`src/hw/rtl/assert_macros.svh`:
```
// ----------------------------------------------------------------------------
// Assertion macros
// Shared concurrent-assertion wrappers, clocked on i_clk, off during reset.
// ----------------------------------------------------------------------------
`ifndef ASSERT_MACROS_SVH
`define ASSERT_MACROS_SVH

// Property must hold at every clock edge outside reset.
`define ASSERT_CLK(label, prop, msg) \
    label: assert property (@(posedge i_clk) disable iff (!i_rst_n) (prop)) \
        else $error(msg);

// Condition must never be true at a clock edge outside reset.
`define ASSERT_NEVER(label, cond, msg) \
    label: assert property (@(posedge i_clk) disable iff (!i_rst_n) !(cond)) \
        else $error(msg);

`endif

```
`src/hw/rtl/modexp_pkg.sv`:
```
// ----------------------------------------------------------------------------
// modexp_pkg
// Widths, register indexes and the request/response types of the
// modular multiplier shared by the exponentiation block.
// ----------------------------------------------------------------------------
`timescale 1ns / 1ps

package modexp_pkg;

    // Key, message and result width
    localparam int KEY_WIDTH = 16;

    // Configuration register indexes
    localparam int CFG_IDX_W = 2;
    localparam logic [CFG_IDX_W-1:0] REG_EXPONENT = 2'd0;
    localparam logic [CFG_IDX_W-1:0] REG_MODULUS  = 2'd1;

    // Request to the bit-serial modular multiplier: result = a * b mod m
    typedef struct packed {
        logic                 start;
        logic [KEY_WIDTH-1:0] a;
        logic [KEY_WIDTH-1:0] b;
    } t_mm_req;

    // Response: done pulses for one cycle with the product valid
    typedef struct packed {
        logic                 done;
        logic [KEY_WIDTH-1:0] result;
    } t_mm_rsp;

endpackage

```
`src/hw/rtl/modexp_mulmod.sv`:
```
// ----------------------------------------------------------------------------
// modexp_mulmod
// Interleaved bit-serial modular multiplier. Scans b from the MSB, one bit
// per cycle: r = 2r + b_i * a, then reduces by subtracting m or 2m.
// Needs a <= m and r < m on entry.
// ----------------------------------------------------------------------------
`timescale 1ns / 1ps
`include "assert_macros.svh"

module modexp_mulmod (
    input  logic                               i_clk,
    input  logic                               i_rst_n,
    input  modexp_pkg::t_mm_req                i_req,
    input  logic [modexp_pkg::KEY_WIDTH:0]     i_mod,   // 2^KEY_WIDTH allowed
    output modexp_pkg::t_mm_rsp                o_rsp
);

    localparam int KW    = modexp_pkg::KEY_WIDTH;
    localparam int CNT_W = $clog2(KW);

    logic             r_busy;
    logic             r_done;
    logic [CNT_W-1:0] r_cnt;
    logic [KW-1:0]    r_a;
    logic [KW-1:0]    r_b;
    logic [KW-1:0]    r_r;

    logic [KW-1:0]    w_add;
    logic [KW+1:0]    w_t;
    logic [KW+1:0]    w_m1;
    logic [KW+1:0]    w_m2;
    logic [KW+1:0]    w_d;
    logic [KW-1:0]    n_r;

    // One step: double, add partial product, reduce (sum stays below 3m)
    always_comb begin
        w_add = r_b[KW-1] ? r_a : '0;
        w_t   = {1'b0, r_r, 1'b0} + {2'b00, w_add};
        w_m1  = {1'b0, i_mod};
        w_m2  = {i_mod, 1'b0};
        priority if (w_t >= w_m2) begin
            w_d = w_t - w_m2;
        end else if (w_t >= w_m1) begin
            w_d = w_t - w_m1;
        end else begin
            w_d = w_t;
        end
        n_r = w_d[KW-1:0];
    end

    // Sequencer and datapath shift registers
    always_ff @(posedge i_clk) begin
        if (!i_rst_n) begin
            r_busy <= 1'b0;
            r_done <= 1'b0;
        end else begin
            // done pulses after the last step of a run
            r_done <= r_busy && !i_req.start && (r_cnt == '0);
            if (i_req.start) begin
                r_busy <= 1'b1;
                r_cnt  <= CNT_W'(KW - 1);
                r_a    <= i_req.a;
                r_b    <= i_req.b;
                r_r    <= '0;
            end else if (r_busy) begin
                r_r <= n_r;
                r_b <= {r_b[KW-2:0], 1'b0};
                if (r_cnt == '0) begin
                    r_busy <= 1'b0;
                end else begin
                    r_cnt <= r_cnt - 1'b1;
                end
            end
        end
    end

    assign o_rsp.done   = r_done;
    assign o_rsp.result = r_r;

    `ASSERT_NEVER(a_start_while_busy, i_req.start && r_busy,
                  "mulmod: new request while a product is in progress")
    `ASSERT_CLK(a_done_after_last, r_done |-> !r_busy && $past(r_busy),
                "mulmod: done without a finished run")
    `ASSERT_CLK(a_result_reduced, r_done |-> ({1'b0, r_r} < i_mod),
                "mulmod: result not reduced below modulus")

endmodule

```
`src/hw/rtl/modular_exponentiation.sv`:
```
// ----------------------------------------------------------------------------
// modular_exponentiation
// Computes message^exponent mod modulus by right-to-left square and
// multiply on one shared bit-serial modular multiplier.
//
//   channel  direction  handshake                payload
//   input    in         i_in_valid / o_in_stall  i_message
//   output   out        o_out_valid / i_out_stall o_power_result
//   config   in         i_cfg_valid / o_cfg_ready i_cfg_index, i_cfg_data
//
// One request at a time. The message is first reduced mod modulus on the
// multiplier. Each exponent bit up to the highest set one costs a squaring,
// plus a multiply when the bit is set; the highest set bit skips its
// squaring. Reset is synchronous, active low; it restores exponent 1,
// modulus 65535. A new request is taken while a finished result still
// waits in the output register; a stalled output only delays the next
// result's write-back.
// ----------------------------------------------------------------------------
`timescale 1ns / 1ps
`include "assert_macros.svh"

module modular_exponentiation (
    input  logic                                  i_clk,
    input  logic                                  i_rst_n,
    // request channel
    input  logic                                  i_in_valid,
    output logic                                  o_in_stall,
    input  logic [modexp_pkg::KEY_WIDTH-1:0]      i_message,
    // result channel
    output logic                                  o_out_valid,
    input  logic                                  i_out_stall,
    output logic [modexp_pkg::KEY_WIDTH-1:0]      o_power_result,
    // configuration write channel
    input  logic                                  i_cfg_valid,
    output logic                                  o_cfg_ready,
    input  logic [modexp_pkg::CFG_IDX_W-1:0]      i_cfg_index,
    input  logic [modexp_pkg::KEY_WIDTH-1:0]      i_cfg_data
);

    localparam int KW = modexp_pkg::KEY_WIDTH;

    typedef enum logic [2:0] {
        S_IDLE,
        S_RED,
        S_BIT,
        S_MUL,
        S_SQR,
        S_OUT
    } t_state;

    t_state               r_state;
    logic [KW-1:0]        r_exponent;
    logic [KW-1:0]        r_modulus;
    logic [KW-1:0]        r_e;
    logic [KW-1:0]        r_acc;
    logic [KW-1:0]        r_base;
    logic                 r_out_valid;
    logic [KW-1:0]        r_out_data;
    modexp_pkg::t_mm_req  r_req;
    modexp_pkg::t_mm_rsp  w_rsp;
    logic [KW:0]          w_mod;
    logic                 w_in_acc;
    logic                 w_out_free;
    logic                 n_req_start;

    // Zero modulus stands for 2^KEY_WIDTH
    assign w_mod      = (r_modulus == '0) ? {1'b1, {KW{1'b0}}} : {1'b0, r_modulus};
    assign w_in_acc   = i_in_valid && (r_state == S_IDLE);
    assign w_out_free = !r_out_valid || !i_out_stall;

    // Multiplier start: new request, bit with work left, squaring after a multiply
    always_comb begin
        unique case (r_state)
            S_IDLE:  n_req_start = w_in_acc;
            S_BIT:   n_req_start = (r_e != '0);
            S_MUL:   n_req_start = w_rsp.done && (r_e[KW-1:1] != '0);
            default: n_req_start = 1'b0;
        endcase
    end

    // Configuration registers; always ready
    always_ff @(posedge i_clk) begin
        if (!i_rst_n) begin
            r_exponent <= KW'(1);
            r_modulus  <= KW'(65535);
        end else if (i_cfg_valid) begin
            unique case (i_cfg_index)
                modexp_pkg::REG_EXPONENT: r_exponent <= i_cfg_data;
                modexp_pkg::REG_MODULUS:  r_modulus  <= i_cfg_data;
                default: ;
            endcase
        end
    end

    // Square-and-multiply sequencer and output register
    always_ff @(posedge i_clk) begin
        if (!i_rst_n) begin
            r_state     <= S_IDLE;
            r_out_valid <= 1'b0;
            r_req.start <= 1'b0;
        end else begin
            r_req.start <= n_req_start;
            // output register: load on completion, drop once taken
            priority if (r_state == S_OUT && w_out_free) begin
                r_out_valid <= 1'b1;
            end else if (!i_out_stall) begin
                r_out_valid <= 1'b0;
            end
            unique case (r_state)
                S_IDLE: begin
                    if (w_in_acc) begin
                        // reduce the message: 1 * message mod m
                        r_e         <= r_exponent;
                        r_acc       <= KW'(1);
                        r_req.a     <= KW'(1);
                        r_req.b     <= i_message;
                        r_state     <= S_RED;
                    end
                end
                S_RED: begin
                    if (w_rsp.done) begin
                        r_base  <= w_rsp.result;
                        r_state <= S_BIT;
                    end
                end
                S_BIT: begin
                    priority if (r_e == '0) begin
                        r_state <= S_OUT;
                    end else if (r_e[0]) begin
                        r_req.a     <= r_acc;
                        r_req.b     <= r_base;
                        r_state     <= S_MUL;
                    end else begin
                        r_req.a     <= r_base;
                        r_req.b     <= r_base;
                        r_state     <= S_SQR;
                    end
                end
                S_MUL: begin
                    if (w_rsp.done) begin
                        r_acc <= w_rsp.result;
                        // last set bit: the final squaring is not needed
                        if (r_e[KW-1:1] == '0) begin
                            r_e     <= '0;
                            r_state <= S_OUT;
                        end else begin
                            r_req.a     <= r_base;
                            r_req.b     <= r_base;
                            r_state     <= S_SQR;
                        end
                    end
                end
                S_SQR: begin
                    if (w_rsp.done) begin
                        r_base  <= w_rsp.result;
                        r_e     <= r_e >> 1;
                        r_state <= S_BIT;
                    end
                end
                S_OUT: begin
                    if (w_out_free) begin
                        r_out_data  <= r_acc;
                        r_state     <= S_IDLE;
                    end
                end
                default: r_state <= S_IDLE;
            endcase
        end
    end

    modexp_mulmod u_mulmod (
        .i_clk   (i_clk),
        .i_rst_n (i_rst_n),
        .i_req   (r_req),
        .i_mod   (w_mod),
        .o_rsp   (w_rsp)
    );

    assign o_in_stall     = (r_state != S_IDLE);
    assign o_out_valid    = r_out_valid;
    assign o_power_result = r_out_data;
    assign o_cfg_ready    = 1'b1;

    `ASSERT_CLK(a_accept_starts_reduce, w_in_acc |=> r_state == S_RED && r_req.start,
                "modexp: accepted request did not start the reduction")
    `ASSERT_CLK(a_done_only_when_waiting,
                w_rsp.done |-> r_state == S_RED || r_state == S_MUL || r_state == S_SQR,
                "modexp: multiplier result arrived with no one waiting")
    `ASSERT_CLK(a_result_not_overwritten,
                (r_state == S_OUT && r_out_valid && i_out_stall) |=> r_state == S_OUT,
                "modexp: pending result overwritten while output stalled")

endmodule

```
`config.mk`:
```
export PLATFORM = sky130hd
export DESIGN_NAME = modular_exponentiation
export DESIGN_NICKNAME = d
export VERILOG_FILES = /design/src/hw/rtl/modexp_pkg.sv /design/src/hw/rtl/modexp_mulmod.sv /design/src/hw/rtl/modular_exponentiation.sv
export VERILOG_INCLUDE_DIRS = /design/src /design/src/hw/rtl
export SDC_FILE = /design/constraint.sdc
export NUM_CORES = 1
export LEC_CHECK = 0
export BUFFER_PORTS_ARGS = -buffer_cell sky130_fd_sc_hd__clkbuf_2
export CAP_MARGIN = 30
export CORE_ASPECT_RATIO = 0.9
export CORE_MARGIN = 2
export CORE_UTILIZATION = 30
export DETAILED_ROUTE_END_ITERATION = 8
export PLACE_DENSITY = 0.47
export SLEW_MARGIN = 10
export SYNTH_ARGS = -nofsm -noshare
export SYNTH_HDL_FRONTEND = slang
export SYNTH_SLANG_ARGS = --single-unit
export TNS_END_PERCENT = 10
```
`constraint.sdc`:
```
create_clock -name i_clk -period 8.4 [get_ports i_clk]
set_clock_uncertainty 0.05 [all_clocks]
set_input_delay 0.42 -clock i_clk [delete_from_list [all_inputs] [get_ports i_clk]]
set_output_delay 0.42 -clock i_clk [all_outputs]
set_load 0.01 [all_outputs]
```
==> Word level (Yosys, flattened, before mapping) <==
Index checks and enable logic that the tools add are counted.
{ "classes": {"n_mux": 37, "add_sub_neg": 4, "n_reduce_logical": 34, "eq_ne": 16, "magnitude_cmp": 2} }
{ "ops": {"columns": ["operator", "count"], "rows": [
  ["16-bit two-way mux", 12],
  ["32-bit two-way mux", 5],
  ["32-bit one-hot mux with 3 select lines", 1],
  ["16-bit one-hot mux with 3 select lines", 1],
  ["16-bit logical NOT", 2],
  ["16-bit one-hot mux with 2 select lines", 1],
  ["16-bit subtractor", 2],
  ["17-bit by 16-bit adder with 18-bit output", 1],
  ["18-bit by 17-bit >= comparator with 1-bit output", 1],
  ["18-bit >= comparator", 1],
  ["3-bit two-way mux", 6],
  ["17-bit two-way mux", 1],
  ["16-bit nonzero test", 1],
  ["15-bit logical NOT", 1],
  ["3-bit one-hot mux with 5 select lines", 1],
  ["15-bit nonzero test", 1],
  ["2-bit inequality test (second input constant)", 6],
  ["6-bit AND reduction", 2],
  ["3-bit AND reduction", 3],
  ["3-bit nonzero test", 3],
  ["4-bit two-way mux", 2],
  ["2-bit by 1-bit inequality test with 1-bit output (second input constant)", 4],
  ["2-bit AND reduction", 4],
  ["4-bit AND reduction", 2],
  ["15 further kinds", 29]
]} }
{ "totals": {"word_cells": 110, "out_inout_bits": 19, "inputBits": 39, "reg_bits": 187} }

==> Longest topological paths before layout <==
{ "logic_depth": {"ltp_word": 6, "mapped_depth": 21} }

==> By module <==
From an unflattened synthesis, not the netlist that was laid out.
{ "unflattened": {"cells_unflattened": 918, "area_unflattened_um2": 9860.7} }
{ "by_module_without_submodules": {"columns": ["mod", "cells_per_inst", "n_inst", "area_per_inst_um2", "seq_area_each_um2"], "rows": [
  ["modular_exponentiation", 437, 1, 5256.3, 3623.5],
  ["modexp_mulmod", 481, 1, 4604.4, 1601.5]
]} }

==> Worst setup path before layout <==
No wires, ideal clock.
{ "synth_timing": {"kind": "flip-flop to flip-flop", "from": "reg r_state[2]", "to": "reg r_req[0] (netlist bit), enable pin", "synth_period_minus_slack_ns": 4.796, "n_path_buf": 2, "arrival_ns": 4.243, "setup_ns": 0.502, "setup_slack_ns": 3.604, "stages_incl_launch_ff": 6, "path_cell_list": "dfxtp_1 > clkbuf_1 > nand2b_1 > clkbuf_1 > nor3_1 > nor4bb_1"} }
{ "synth_via": {"elab_chain_len": 4, "elab_cells_between_ends": 10} }
{ "synth_lines": {"columns": ["item", "line_no", "source"], "rows": [
  ["from (decl)", "modular_exponentiation.sv:51", "t_state r_state;"],
  ["from (signal assigned)", "modular_exponentiation.sv:98", "r_state <= S_IDLE;"],
  ["from (signal assigned)", "modular_exponentiation.sv:117", "r_state <= S_RED;"],
  ["from (signal assigned)", "modular_exponentiation.sv:123", "r_state <= S_BIT;"],
  ["3-bit logical NOT", "modular_exponentiation.sv:68, modular_exponentiation.sv:109", null],
  ["1-bit logical AND", "modular_exponentiation.sv:68", "assign w_in_acc = i_in_valid && (r_state == S_IDLE);"],
  ["2-bit inequality test (no source line)", null, null],
  ["6-bit AND reduction (no source line) *", null, null],
  ["to (decl)", "modular_exponentiation.sv:59", "modexp_pkg::t_mm_req r_req;"]
]} }
Mark *: on every way between the ends. The rest lies on a longest branch, timed or not.
A chain may end at the register's enable or synchronous reset.

==> Worst setup path in the final report <==
{ "layout_timing": {"from": "reg u_mulmod.r_b[15]", "to": "reg u_mulmod.r_r[12] (data pin)"} }
{ "layout_via": {"elab_chain_len": 6, "elab_cells_between_ends": 9} }
{ "layout_lines": {"columns": ["item", "line_no", "source"], "rows": [
  ["from (decl)", "modexp_mulmod.sv:25", "logic [KW-1:0] r_b;"],
  ["from (signal assigned)", "modexp_mulmod.sv:63", "r_b <= i_req.b;"],
  ["from (signal assigned)", "modexp_mulmod.sv:67", "r_b <= {r_b[KW-2:0], 1'b0};"],
  ["16-bit two-way mux *", "modexp_mulmod.sv:37", "w_add = r_b[KW-1] ? r_a : '0;"],
  ["17-bit by 16-bit adder with 18-bit output *", "modexp_mulmod.sv:38", "w_t = {1'b0, r_r, 1'b0} + {2'b00, w_add};"],
  ["16-bit subtractor or 18-bit by 17-bit >= comparator with 1-bit output (tied branches)", "modexp_mulmod.sv:44, modexp_mulmod.sv:43", null],
  ["16-bit two-way mux", "modexp_mulmod.sv:43", "end else if (w_t >= w_m1) begin"],
  ["16-bit two-way mux *", "modexp_mulmod.sv:41", "priority if (w_t >= w_m2) begin"],
  ["16-bit two-way mux *", "modexp_mulmod.sv:65", "end else if (r_busy) begin"],
  ["to (signal assigned)", "modexp_mulmod.sv:66", "r_r <= n_r;"],
  ["to (decl)", "modexp_mulmod.sv:26", "logic [KW-1:0] r_r;"]
]} }
Mark *: on every way between the ends. The rest lies on a longest branch, timed or not. The select of a mux whose other input is x is not followed.

==> flow_metrics.env <==
export IMPL_grtUsageMet3=0.0288
export IMPL_die_y_um=175
export IMPL_drc=8
export IMPL_busiest_layer="met2"
export IMPL_start_util=0.306
export IMPL_drt_total_wl_mm=23.4
export IMPL_min_path_cells=3
export IMPL_drt_iter0_markers=384
export IMPL_cts_buffers=17
export IMPL_post_route_cell_area_um2=11200
export IMPL_core_area_um2=32000
export IMPL_gr_usage_met1=0.206
export IMPL_power_frac_seq=0.443
export IMPL_tns_ps=0
export IMPL_first_global_vias=6682
export IMPL_p_int_w=0.00174
export IMPL_holdBufCountCts=0
export IMPL_min_from="i_cfg_data[0]"
export IMPL_dp_hpwl_mm=17.0
export IMPL_dr_pass1_iters=6
export IMPL_ys_seq_elements=187
export IMPL_yosysWarningCount=0
export IMPL_syn_instance_count=905
export IMPL_maxSlewHeadroom=0.400
export IMPL_hold_path_class="in -> reg"
export IMPL_timing_worst_setup_path_type="reg -> reg"
export IMPL_cts_root_buf="clkbuf_16"
export IMPL_grt_pass1_wl_mm=37.9
export IMPL_vias=6694
export IMPL_avgSynthCellArea_um2=10.8
export IMPL_cts_resized=0
export IMPL_crit_top_cell="a21oi_1"
export IMPL_grt_antenna_before_repair=0
export IMPL_post_cts_setup_buffers=0
export IMPL_clock_fmax_mhz=190
export IMPL_regMostFlops="r_req"
export IMPL_met2_usage=0.215
export IMPL_largest_register_ffs=33
export IMPL_combPwrFrac=0.208
export IMPL_placed_area_um2=10500
export IMPL_grt_start_max_net_pins=47
export IMPL_final_cell_mix="163 x nand2_1, 148 x edfxtp_1, 56 x clkbuf_2"
export IMPL_worstReg2RegStart="u_mulmod.r_b[15]"
export IMPL_dieWidth_um=194
export IMPL_worst_pin_slew_ps=900
export IMPL_wire_per_inst_um=17.0
export IMPL_critPathMaxFanout=26
export IMPL_violations="design-rule violations"
export IMPL_layout_nets=1038
export IMPL_path_clk_slew_ps=80
export IMPL_crit_start="u_mulmod.r_b[15]"
export IMPL_viasPerCell=4.86
export IMPL_report_final_slew_viol_count=0
export IMPL_htree_levels=4
export IMPL_post_route_min_period_ps=5280
export IMPL_p_sw_frac=0.290
export IMPL_gp_congestion=0.813
export IMPL_period_share=0.628
export IMPL_slowest_delay_ps=670
export IMPL_syn2layout_area_growth_pct=14.1
export IMPL_setup_viol=0
export IMPL_cp_arrival_ps=5410
export IMPL_final_common_cell="nand2_1"
export IMPL_critical_path_slowest_cell="o211a_1"
export IMPL_cts_buffer_depth=2
export IMPL_required_ps=8540
export IMPL_leakage_nw=4.39
export IMPL_clock_latency_ps=440
export IMPL_ir_drop_uv=124
export IMPL_cts_tree="done"
export IMPL_pwr_share_clk=0.349
export IMPL_ys_seq_area_frac=0.534
export IMPL_cts_sinks=187
export IMPL_ios=58
export IMPL_drtAntennaViolNets=0
export IMPL_start_kind="flip-flop"
export IMPL_numPortBuffers=56
export IMPL_yosysUniqueCellTypes=72
export IMPL_grt_overflow=0
export IMPL_drive_above_1_share=0.140
export IMPL_synthesis_nets=995
export IMPL_antenna_cells=0
export IMPL_status="finished with violations"
export IMPL_reg2regPathDepth=20
export IMPL_endpoint_kind="flip-flop"
export IMPL_hold_viol=0
export IMPL_post_place_cells=1344
export IMPL_syn_area_um2=9790
export IMPL_p_per_area_nw_per_um2=219
export IMPL_synth_ff_type="edfxtp_1"
export IMPL_p_switching_w=0.000708
export IMPL_synth_edf_count=148
export IMPL_path_cells="and2_1, ha_1, inv_1, fa_1, nor2b_1, o31ai_1, a21oi_1, a21o_1, a21oi_1, xnor2_1, ha_1, o21a_1, a21oi_1, o31ai_1, o21ai_0, maj3_1, o211a_1, nor4_1, a31oi_1, nand3_1"
export IMPL_synthArstFlopShare=0
export IMPL_dieArea_um2=34100
export IMPL_rows=62
export IMPL_cap_violations=0
export IMPL_rsz0062_at_grt="no"
export IMPL_final_cells=1376
export IMPL_grt_total_usage=0.143
==> power groups by stage <==
| stage | sequential, W | clock (W) | combinational, W |
|---|---|---|---|
| after floorplan | 0.00109 | 0 | 0.000389 |
| after global placement | 0.00111 | 0 | 0.000496 |
| after detailed placement | 0.00111 | 0 | 0.000499 |
| after CTS | 0.00109 | 0.000882 | 0.000501 |
| after global routing | 0.00109 | 0.000921 | 0.000565 |
| final | 0.00108 | 0.000854 | 0.000507 |
==> stage by stage <==
step | total power [W] | hold WS (ps) | util | setup slack, ps
after floorplan | 0.00148 | 350 | - | 3600
after global placement | 0.00161 | 354 | 0.328 | 3200
after detailed placement | 0.00161 | 356 | 0.329 | 3120
after CTS | 0.00247 | 151 | 0.348 | 3080
after global routing | 0.00257 | 166 | 0.349 | 2640
final | 0.00244 | 182 | 0.349 | 3120
==> kinds of logic after synthesis <==
group / Yosys count / synth area share
AOI/OAI and AO/OA: 206 / 0.149
adders and majority gates: 56 / 0.0729
DFF: 187 / 0.534
other: 1 / 0.000383
and+or+nand+nor: 315 / 0.151
muxes: 24 / 0.0266
xor gates and xnor gates: 36 / 0.0322
buffers and inverters: 80 / 0.0340
==> cell usage after synthesis (6+ instances only) <==
cell type    n  share of area
nand4_1      8         0.0051
mux2i_1      8         0.0082
o21bai_1     6         0.0046
a22o_1      15          0.013
nand2b_1     7         0.0045
nor3_1      13         0.0066
nor2_1      35          0.013
xor2_1       9         0.0081
edfxtp_1   148           0.45
a311oi_1     6         0.0054
inv_1       35          0.013
o21ai_0     18         0.0092
nor2b_1      9         0.0058
and3_1      20          0.013
nand2_1    163          0.063
xnor2_1     27          0.024
a211oi_1    14          0.011
dfxtp_1     39          0.080
a21oi_1     54          0.028
and2_1      20          0.013
a21boi_0    17          0.013
clkbuf_1    36          0.014
nand3_1      8         0.0041
o21a_1       9         0.0069
o211ai_1    17          0.013
or3_1        7         0.0045
mux2_2      16          0.018
nor4_1      10         0.0064
ha_1        48          0.061
a21o_1      15          0.012
==> final timing paths <==
| check | endpoint | slack [ps] |
|---|---|---|
| worst max-delay path | u_mulmod.r_r[12] | 3120 |
| worst min-delay path | r_exponent[0] | 180 |
| worst max register to register | u_mulmod.r_r[12] | 3120 |
| worst min register to register | u_mulmod.r_a[8] | 370 |
==> cell type report <==
cell class / instances / area [µm²]
sequential: 187 / 5230
tap: 416 / 520
fill: 3208 / 20900
inverter: 35 / 131
multi-input combinational: 638 / 4270
timing repair buffer: 69 / 409
clock buffer: 17 / 425
clock inverter: 14 / 190
==> metal layers <==
layer  routed length (µm)  up-vias
met5                    0        -
met4                  384        0
met3                  790       19
met2                 9970      127
met1                12300     3149
li1                     -     3399
==> critical path, delay by kind of cell, from the launching register on <==
family          cells  cell delay, ps
compound gates     10            2620
buf+inv             1              70
fa+ha+maj           4            1010
xor+xnor            1             250
flops               1             550
simple gates        4             480
No activity file was read; power rests on OpenSTA's default activity.
